[config.mk]
export PLATFORM = sky130hd
export DESIGN_NAME = quoted_string_escape_decoder_unit
export DESIGN_NICKNAME = d
export VERILOG_FILES = /design/src/hdl/qsed_pkg.sv /design/src/hdl/qsed_front.sv /design/src/hdl/qsed_queue.sv /design/src/hdl/qsed_back.sv /design/src/hdl/quoted_string_escape_decoder_unit.sv
export SDC_FILE = /design/constraint.sdc
export NUM_CORES = 1
export LEC_CHECK = 0
export BUFFER_PORTS_ARGS = -buffer_cell sky130_fd_sc_hd__buf_2
export CORE_ASPECT_RATIO = 0.8
export CORE_MARGIN = 3
export CORE_UTILIZATION = 65
export DETAILED_ROUTE_END_ITERATION = 6
export PLACE_DENSITY = 0.87
export SYNTH_ARGS = -nofsm -noshare
export SYNTH_HDL_FRONTEND = slang
export SYNTH_SLANG_ARGS = --single-unit
export TNS_END_PERCENT = 1
[constraint.sdc]
create_clock -name clock -period 6.1 [get_ports clock]
set_input_delay 0.305 -clock clock [delete_from_list [all_inputs] [get_ports clock]]
set_output_delay 0.305 -clock clock [all_outputs]
set_load 0.02 [all_outputs]
[src/hdl/qsed_pkg.sv]
`timescale 1ns / 1ps
// qsed_pkg: shared types and constants for the quoted string escape decoder.
// No dependencies; used by every qsed module and the top level.
package qsed_pkg;

   typedef enum logic [1:0] {
      KIND_CHAR     = 2'd0,
      KIND_DONE     = 2'd1,
      KIND_TOO_LONG = 2'd2,
      KIND_UNTERM   = 2'd3
   } kind_type;

   localparam logic CSR_PROCESS_ESCAPES = 1'b0;
   localparam logic CSR_MAX_LENGTH      = 1'b1;

   localparam logic       PROCESS_ESCAPES_RESET = 1'b1;
   localparam logic [7:0] MAX_LENGTH_RESET      = 8'd80;
   localparam logic [7:0] LENGTH_SAT            = 8'hFF;

   localparam logic [7:0] CH_BACKSLASH = 8'h5C;
   localparam logic [7:0] CH_QUOTE     = 8'h22;
   localparam logic [7:0] CH_N         = 8'h6E;
   localparam logic [7:0] CH_T         = 8'h74;
   localparam logic [7:0] CH_B         = 8'h62;
   localparam logic [7:0] CH_R         = 8'h72;
   localparam logic [7:0] CH_F         = 8'h66;
   localparam logic [7:0] CH_ZERO      = 8'h30;
   localparam logic [7:0] CH_NINE      = 8'h39;
   localparam logic [7:0] CH_LF        = 8'h0A;
   localparam logic [7:0] CH_TAB       = 8'h09;
   localparam logic [7:0] CH_BKSP      = 8'h08;
   localparam logic [7:0] CH_CR        = 8'h0D;
   localparam logic [7:0] CH_FF        = 8'h0C;

   typedef struct packed {
      logic [7:0] out_char;
      kind_type   kind;
      logic [7:0] length;
      logic       last;
   } result_type;

   // One accepted byte yields at most one packet, holding one or two results.
   typedef struct packed {
      logic       pair;
      result_type res0;
      result_type res1;
   } packet_type;

   function automatic logic [7:0] sat_inc(input logic [7:0] v);
      sat_inc = (v == LENGTH_SAT) ? LENGTH_SAT : v + 8'd1;
   endfunction

endpackage

[src/hdl/qsed_front.sv]
`timescale 1ns / 1ps
// qsed_front: accepts raw bytes, runs the string/escape state machine and
// builds result packets. Holds the configuration registers. Uses qsed_pkg.
module qsed_front (
   input  logic                  clock,
   input  logic                  reset,
   input  logic                  accept,
   input  logic [7:0]            in_byte,
   input  logic                  end_of_line,
   input  logic                  csr_we,
   input  logic                  csr_index,
   input  logic [7:0]            csr_wdata,
   output logic                  push,
   output qsed_pkg::packet_type  push_data
);

   typedef enum logic [1:0] {
      PH_SEEK = 2'd0,
      PH_IN   = 2'd1,
      PH_DONE = 2'd2
   } phase_type;

   phase_type  phase_ff, phase_in;
   logic       esc_pend_ff, esc_pend_in;
   logic       oct_act_ff, oct_act_in;
   logic [7:0] oct_val_ff, oct_val_in;
   logic       prev_bs_ff, prev_bs_in;
   logic [7:0] count_ff, count_in;
   logic       process_escapes_ff;
   logic [7:0] max_length_ff;

   logic       esc, digit, closes, has_oct, has_chr, has_stat, stat_close;
   logic [7:0] chr_val, digit_val, len1, len2;
   qsed_pkg::result_type oct_res, chr_res, stat_res;

   always_comb begin
      esc        = process_escapes_ff;
      digit      = (in_byte >= qsed_pkg::CH_ZERO) && (in_byte <= qsed_pkg::CH_NINE);
      digit_val  = in_byte - qsed_pkg::CH_ZERO;
      closes     = (in_byte == qsed_pkg::CH_QUOTE) && !(esc && prev_bs_ff);
      phase_in   = phase_ff;
      esc_pend_in = esc_pend_ff;
      oct_act_in = oct_act_ff;
      oct_val_in = oct_val_ff;
      prev_bs_in = prev_bs_ff;
      has_oct    = 1'b0;
      has_chr    = 1'b0;
      has_stat   = 1'b0;
      stat_close = 1'b0;
      chr_val    = in_byte;

      case (phase_ff)
         PH_SEEK: begin
            if (in_byte == qsed_pkg::CH_QUOTE) phase_in = PH_IN;
            if (end_of_line) has_stat = 1'b1;
         end
         PH_IN: begin
            if (closes) begin
               has_oct    = esc && oct_act_ff;
               has_stat   = 1'b1;
               stat_close = 1'b1;
               phase_in   = PH_DONE;
            end else if (end_of_line) begin
               has_stat = 1'b1;
            end else if (esc) begin
               if (oct_act_ff && digit) begin
                  oct_val_in = {oct_val_ff[4:0], 3'b000} + digit_val;
                  prev_bs_in = 1'b0;
               end else begin
                  if (oct_act_ff) begin
                     has_oct    = 1'b1;
                     oct_act_in = 1'b0;
                     oct_val_in = 8'd0;
                  end
                  if (esc_pend_ff) begin
                     esc_pend_in = 1'b0;
                     case (in_byte)
                        qsed_pkg::CH_N: begin
                           has_chr = 1'b1;
                           chr_val = qsed_pkg::CH_LF;
                        end
                        qsed_pkg::CH_T: begin
                           has_chr = 1'b1;
                           chr_val = qsed_pkg::CH_TAB;
                        end
                        qsed_pkg::CH_B: begin
                           has_chr = 1'b1;
                           chr_val = qsed_pkg::CH_BKSP;
                        end
                        qsed_pkg::CH_R: begin
                           has_chr = 1'b1;
                           chr_val = qsed_pkg::CH_CR;
                        end
                        qsed_pkg::CH_F: begin
                           has_chr = 1'b1;
                           chr_val = qsed_pkg::CH_FF;
                        end
                        default: begin
                           if (digit) begin
                              oct_act_in = 1'b1;
                              oct_val_in = digit_val;
                           end else begin
                              has_chr = 1'b1;
                           end
                        end
                     endcase
                  end else if (in_byte == qsed_pkg::CH_BACKSLASH) begin
                     esc_pend_in = 1'b1;
                  end else begin
                     has_chr = 1'b1;
                  end
                  prev_bs_in = (in_byte == qsed_pkg::CH_BACKSLASH);
               end
            end else begin
               esc_pend_in = 1'b0;
               oct_act_in  = 1'b0;
               oct_val_in  = 8'd0;
               prev_bs_in  = 1'b0;
               has_chr     = 1'b1;
            end
         end
         default: ;
      endcase

      len1     = has_oct ? qsed_pkg::sat_inc(count_ff) : count_ff;
      len2     = has_chr ? qsed_pkg::sat_inc(len1) : len1;
      count_in = len2;

      if (end_of_line) begin
         phase_in    = PH_SEEK;
         esc_pend_in = 1'b0;
         oct_act_in  = 1'b0;
         oct_val_in  = 8'd0;
         prev_bs_in  = 1'b0;
         count_in    = 8'd0;
      end

      oct_res  = '{out_char: oct_val_ff, kind: qsed_pkg::KIND_CHAR, length: len1, last: 1'b0};
      chr_res  = '{out_char: chr_val, kind: qsed_pkg::KIND_CHAR, length: len2, last: 1'b0};
      stat_res = '{out_char: 8'd0, kind: qsed_pkg::KIND_UNTERM, length: len1, last: 1'b1};
      if (stat_close) begin
         stat_res.kind = (len1 >= max_length_ff) ? qsed_pkg::KIND_TOO_LONG
                                                 : qsed_pkg::KIND_DONE;
      end

      push_data.pair = has_oct && (has_chr || has_stat);
      push_data.res0 = has_oct ? oct_res : (has_chr ? chr_res : stat_res);
      push_data.res1 = has_chr ? chr_res : stat_res;
      push           = accept && (has_oct || has_chr || has_stat);
   end

   always_ff @(posedge clock) begin
      if (reset) begin
         phase_ff           <= PH_SEEK;
         esc_pend_ff        <= 1'b0;
         oct_act_ff         <= 1'b0;
         oct_val_ff         <= 8'd0;
         prev_bs_ff         <= 1'b0;
         count_ff           <= 8'd0;
         process_escapes_ff <= qsed_pkg::PROCESS_ESCAPES_RESET;
         max_length_ff      <= qsed_pkg::MAX_LENGTH_RESET;
      end else begin
         if (accept) begin
            phase_ff    <= phase_in;
            esc_pend_ff <= esc_pend_in;
            oct_act_ff  <= oct_act_in;
            oct_val_ff  <= oct_val_in;
            prev_bs_ff  <= prev_bs_in;
            count_ff    <= count_in;
         end
         if (csr_we) begin
            case (csr_index)
               qsed_pkg::CSR_PROCESS_ESCAPES: process_escapes_ff <= csr_wdata[0];
               qsed_pkg::CSR_MAX_LENGTH:      max_length_ff      <= csr_wdata;
               default: ;
            endcase
         end
      end
   end

endmodule

[src/hdl/qsed_queue.sv]
`timescale 1ns / 1ps
// qsed_queue: short FIFO of result packets between front and back ends.
// Uses qsed_pkg::packet_type.
module qsed_queue #(
   parameter int DEPTH = 4
) (
   input  logic                 clock,
   input  logic                 reset,
   input  logic                 push,
   input  qsed_pkg::packet_type push_data,
   input  logic                 pop,
   output logic                 full,
   output logic                 empty,
   output qsed_pkg::packet_type head
);

   localparam int PW = (DEPTH > 1) ? $clog2(DEPTH) : 1;
   localparam int CW = $clog2(DEPTH + 1);

   qsed_pkg::packet_type entry_ff [DEPTH];
   logic [PW-1:0] wr_ptr_ff, rd_ptr_ff;
   logic [CW-1:0] count_ff;

   assign full  = (count_ff == CW'(DEPTH));
   assign empty = (count_ff == '0);
   assign head  = entry_ff[rd_ptr_ff];

   always_ff @(posedge clock) begin
      if (push) entry_ff[wr_ptr_ff] <= push_data;
   end

   always_ff @(posedge clock) begin
      if (reset) begin
         wr_ptr_ff <= '0;
         rd_ptr_ff <= '0;
         count_ff  <= '0;
      end else begin
         if (push) wr_ptr_ff <= (wr_ptr_ff == PW'(DEPTH - 1)) ? '0 : wr_ptr_ff + 1'b1;
         if (pop)  rd_ptr_ff <= (rd_ptr_ff == PW'(DEPTH - 1)) ? '0 : rd_ptr_ff + 1'b1;
         case ({push, pop})
            2'b10:   count_ff <= count_ff + 1'b1;
            2'b01:   count_ff <= count_ff - 1'b1;
            default: ;
         endcase
      end
   end

endmodule

[src/hdl/qsed_back.sv]
`timescale 1ns / 1ps
// qsed_back: drains result packets one result per cycle, while the output is
// not stalled, into the output register. Uses qsed_pkg types.
module qsed_back (
   input  logic                 clock,
   input  logic                 reset,
   input  logic                 empty,
   input  qsed_pkg::packet_type head,
   output logic                 pop,
   input  logic                 rsp_stall,
   output logic                 rsp_valid,
   output qsed_pkg::result_type rsp_res
);

   logic                 rsp_valid_ff;
   logic                 sel_ff;
   qsed_pkg::result_type res_ff;
   logic                 out_free, load;

   assign out_free  = !rsp_valid_ff || !rsp_stall;
   assign load      = out_free && !empty;
   assign pop       = load && (!head.pair || sel_ff);
   assign rsp_valid = rsp_valid_ff;
   assign rsp_res   = res_ff;

   always_ff @(posedge clock) begin
      if (reset) begin
         rsp_valid_ff <= 1'b0;
         sel_ff       <= 1'b0;
      end else if (out_free) begin
         rsp_valid_ff <= !empty;
         if (load) sel_ff <= !pop;
      end
   end

   always_ff @(posedge clock) begin
      if (load) res_ff <= sel_ff ? head.res1 : head.res0;
   end

endmodule

[src/hdl/quoted_string_escape_decoder_unit.sv]
`timescale 1ns / 1ps
// Quoted string escape decoder, top level.
// Depends on qsed_pkg, qsed_front, qsed_queue and qsed_back.
// Usage:
//   req_*  : one raw byte of a configuration line per transaction, with
//            req_end_of_line on the final byte. Accepted when req_valid is
//            high and req_stall is low.
//   rsp_*  : decoded characters (kind 0) and one status per string or line
//            (kind 1 done, 2 too long, 3 unterminated, rsp_last set).
//   csr_*  : register writes (index 0 escape enable, 1 max length); always
//            ready, to be written only while the block is idle.
// Path: a byte's first result is written into the FIFO and then loaded into
// the output register; a second result of the same byte follows it out.
// Throughput: one byte per cycle while the FIFO is not full; the output
// register drains one result per cycle while rsp_stall is low, so a byte
// giving two results holds it for both. The packet FIFO (QUEUE_DEPTH) absorbs
// that and rsp_stall; req_stall rises only when the FIFO is full.
// Reset (synchronous): clears line state, empties the FIFO, drops rsp_valid
// and restores escape enable = 1, max length = 80.
// While rsp_stall is high the presented result holds and bytes keep being
// accepted until the FIFO fills.
module quoted_string_escape_decoder_unit #(
   parameter int QUEUE_DEPTH = 4
) (
   input  logic       clock,
   input  logic       reset,
   input  logic       req_valid,
   output logic       req_stall,
   input  logic [7:0] req_in_byte,
   input  logic       req_end_of_line,
   output logic       rsp_valid,
   input  logic       rsp_stall,
   output logic [7:0] rsp_out_char,
   output logic [1:0] rsp_kind,
   output logic [7:0] rsp_length,
   output logic       rsp_last,
   input  logic       csr_valid,
   output logic       csr_ready,
   input  logic       csr_index,
   input  logic [7:0] csr_wdata
);

   logic                 accept, push, pop, full, empty;
   qsed_pkg::packet_type push_data, head;
   qsed_pkg::result_type rsp_res;

   assign req_stall = full;
   assign accept    = req_valid && !full;
   assign csr_ready = 1'b1;

   qsed_front u_front (
      .clock       (clock),
      .reset       (reset),
      .accept      (accept),
      .in_byte     (req_in_byte),
      .end_of_line (req_end_of_line),
      .csr_we      (csr_valid && csr_ready),
      .csr_index   (csr_index),
      .csr_wdata   (csr_wdata),
      .push        (push),
      .push_data   (push_data)
   );

   qsed_queue #(.DEPTH(QUEUE_DEPTH)) u_queue (
      .clock     (clock),
      .reset     (reset),
      .push      (push),
      .push_data (push_data),
      .pop       (pop),
      .full      (full),
      .empty     (empty),
      .head      (head)
   );

   qsed_back u_back (
      .clock     (clock),
      .reset     (reset),
      .empty     (empty),
      .head      (head),
      .pop       (pop),
      .rsp_stall (rsp_stall),
      .rsp_valid (rsp_valid),
      .rsp_res   (rsp_res)
   );

   assign rsp_out_char = rsp_res.out_char;
   assign rsp_kind     = rsp_res.kind;
   assign rsp_length   = rsp_res.length;
   assign rsp_last     = rsp_res.last;

endmodule

==> impl_metrics.py <==
metrics = {
    "outcome": {
        "status": "finished, final reports clean",
    },
    "placed_design": {
        "dpl_cell_area_um2": 10300,
        "finalWeightedCongestion": 0.902,
        "port-buffer-count": 43,
        "dp_hpwl_um": 13800,
        "place_inst": 936,
        "pre_cts_slack_ps": 1920,
    },
    "logic_synthesis": {
        "synth.avg_cell_area_um2": 13.4,
        "synth.area.top_cells": "edfxtp_1 (53%), mux4_2 (8.9%), dfxtp_1 (8.3%)",
        "yosysSeqAreaShare_pct": 61.3,
        "yosysWarnings": 0,
        "synth_edf_count": 175,
        "synth_seq_cells": 216,
        "synth_flop_cell": "edfxtp_1",
        "synth.net_count": 786,
        "synthDominantCellAreaShare_pct": 53.1,
        "netlist_area_um2": 9910,
        "synthCells": 738,
        "synthDistinctLibCells": 72,
        "synth-async-reset-ratio_pct": 0,
        "synth.largest_area_cell": "edfxtp_1",
    },
    "timing": {
        "setup_tns_ps": 0,
        "skew_ps": 20.1,
        "worst_pin_slew_ps": 959,
        "rsz0062_at_grt": "no",
        "fmax_ghz": 0.248,
        "fin_ws_ps": 2060,
        "finalCritPeriodShare_pct": 66.2,
        "setup_violations": 0,
        "timing.hold.ws_ps": 39.9,
        "period_minus_slack_ps": 4040,
        "slew_viol_final": 0,
        "hold_violations": 0,
        "max_slew_margin_pct": 36.0,
    },
    "clock_tree": {
        "cts_made_buffers": 21,
        "postCtsHoldBufs": 0,
        "cts-resized-gates": 0,
        "clock_latency_ps": 500,
        "cts_tree": "built",
        "numClockSinks": 216,
        "cts-root-buf": "clkbuf_16",
        "clk_pin_slew_worst_paths_ps": 70,
        "cts-htree-levels": 1,
        "post-cts-setup-buffers": 0,
        "clockBufferDepth": 3,
    },
    "critical_path": {
        "max_stage_delay_ps": 630,
        "crit_family": "compound AO/OA/AOI/OAI gates",
        "crit_path_max_fanout": 17,
        "critPathRequiredTime_ps": 6520,
        "worst-r2r-setup-slack_ps": 2060,
        "cp.depth": 11,
        "crit_type": "reg -> reg",
        "worstPathArrival_ps": 4450,
        "ff2ff_path_depth": 11,
        "path_buf_inv": 1,
        "crit_slowest_cell": "o21ai_2",
        "crit_path_start_kind": "flip-flop",
        "critPathMostFrequentCell": "nand2_1",
        "crit_path_end_kind": "flip-flop",
        "path_cells": "nand2_1 > and4_1 > o21ai_4 > nand2_1 > o21ai_2 > ha_1 > inv_1 > fa_1 > xor2_1 > or3_1 > a21oi_1",
    },
    "floorplanning": {
        "initial_core_util_pct": 67.9,
        "rows": 39,
        "die_area_um2": 16800,
        "die_h_um": 116,
        "die_x_um": 144,
        "core_um2": 14600,
        "pin_count": 45,
    },
    "power": {
        "finalPower_mw": 3.99,
        "power_per_cell_area_nw_per_um2": 365,
        "p_leak_nw": 3.92,
        "vdd_drop_max_uv": 237,
    },
    "global_routing": {
        "track_usage_pct": 29.0,
        "grt_pass1_wl_um": 36700,
        "antenna_found_initial": 1,
        "grt_max_degree": 41,
        "grt_pass1_vias": 6387,
        "grt-ovfl-total": 0,
    },
    "hold_path": {
        "hold_depth": 3,
        "hp-class": "in -> reg",
    },
    "cells_and_area": {
        "final_cells": 974,
        "area_delta_synth_final_pct": 10.5,
        "drive_gt1_share_pct": 20.1,
        "fin_nets": 823,
        "stdcell_area_um2": 10900,
        "fin_util_pct": 75.0,
        "num_antenna_cells": 0,
    },
    "drt": {
        "routed_via_density": 6.57,
        "drc": 0,
        "wl_per_cell_um": 23.6,
        "vias": 6399,
        "routed_wl_um": 23000,
        "dr.pass1.iters": 6,
        "drtIter0Drc": 731,
        "ant_nets": 0,
    },
    "run": {
        "drv_cap": 0,
    },
}
## routing by layer
layer	GRT usage (%)	wire length, µm
met1	40.6	8970
met2	47.6	11200
met3	5.85	2180
met4	7.90	686
met5	0	12
## report_power, final
group          internal, mW  switching, mW  leakage [nW]
clock network         0.711          0.540         0.330
logic                 0.344          0.578          1.64
registers              1.77         0.0519          1.94
total                  2.82           1.17          3.92
## registers in the layout (all words and copies together) (netlist names), named ones only
signal                 cells
u_back.sel_ff              1
u_front.oct_act_ff         1
u_queue.count_ff           3
u_front.oct_val_ff         8
u_queue.rd_ptr_ff          2
u_front.count_ff           8
u_front.max_length_ff      8
u_back.rsp_valid           1
u_front.esc                1
u_front.esc_pend_ff        1
u_front.prev_bs_ff         1
u_queue.wr_ptr_ff          2
u_front.phase_ff           2
u_back.rsp_res            19
u_queue.entry_ff         156
## kinds of logic (layout without fill, tap and decap cells)
kind of cell | after synthesis | after routing | synth area share (%)
xor+xnor | 13 | 13 | 1.15
simple gates | 227 | 227 | 11.5
buf+inv | 81 | 133 | 3.40
compound gates | 118 | 118 | 8.39
other cells | 1 | 1 | 0.0379
mux | 57 | 57 | 10.9
flops | 216 | 216 | 61.3
fa+ha+maj | 25 | 25 | 3.31
## worst paths after layout
kind,from,to
setup / recovery,u_front.esc,u_queue.count_ff[2]
hold / removal,csr_wdata[6],u_front.max_length_ff[6]
setup reg to reg,u_front.esc,u_queue.count_ff[2]
hold reg to reg,u_front.max_length_ff[3],u_front.max_length_ff[3]
## layout by cell type (no fill, tap or decap), drive strengths merged, types with 4 or more instances in the layout
master and n:
xor2 5, inv 46, nor4 4, clkinv 7, a21o 7, edfxtp 175, o32ai 7, nor3b 4
nand3 11, dfxtp 41, mux2i 12, xnor2 8, a31oi 6, nand2b 5, o21ai 22, a211oi 5
a22oi 9, mux4 39, nand4b 4, ha 23, o211ai 4, a21oi 41, nor3 11, nor2b 5
nand3b 5, nor2 52, buf 52, and2 5, mux2 6, nand2 103, clkbuf 27
## synth_stat cells, types with 3 or more instances
cell and instances:
nand3_1 10, nand2_1 103, a22oi_1 9, buf_4 5
nor2b_1 5, a21oi_1 40, o211ai_1 4, nor3_1 10
nor4_1 3, a31oi_1 6, o21ai_2 3, nand2b_1 4
nor3b_1 4, o32ai_1 7, xor2_1 5, buf_1 8
and2_1 5, and3_1 3, a211oi_1 3, nor2_1 50
and4b_1 3, xnor2_1 8, and4_1 3, mux4_2 39
a21o_1 7, dfxtp_1 41, inv_1 42, edfxtp_1 175
mux2_2 6, buf_2 5, clkbuf_1 19, mux2i_1 11
nand3b_1 5, ha_1 23, nand4b_1 3, o21ai_0 14
o21ai_1 4
## area by class of cell
type	count	area [µm²]
sequential	216	6080
fill	864	3650
multi-input combinational	441	3520
clock inverter	11	98.8
inverter	43	161
timing repair buffer	52	283
clock buffer	27	568
tap	184	230
## tightest hold or removal path: cells and delay by family
| family | cells | cell delay, ps |
|---|---|---|
| buffers and inverters | 1 | 80 |
| AND/OR/NAND/NOR | 2 | 110 |
(Power assumes the default switching activity.)
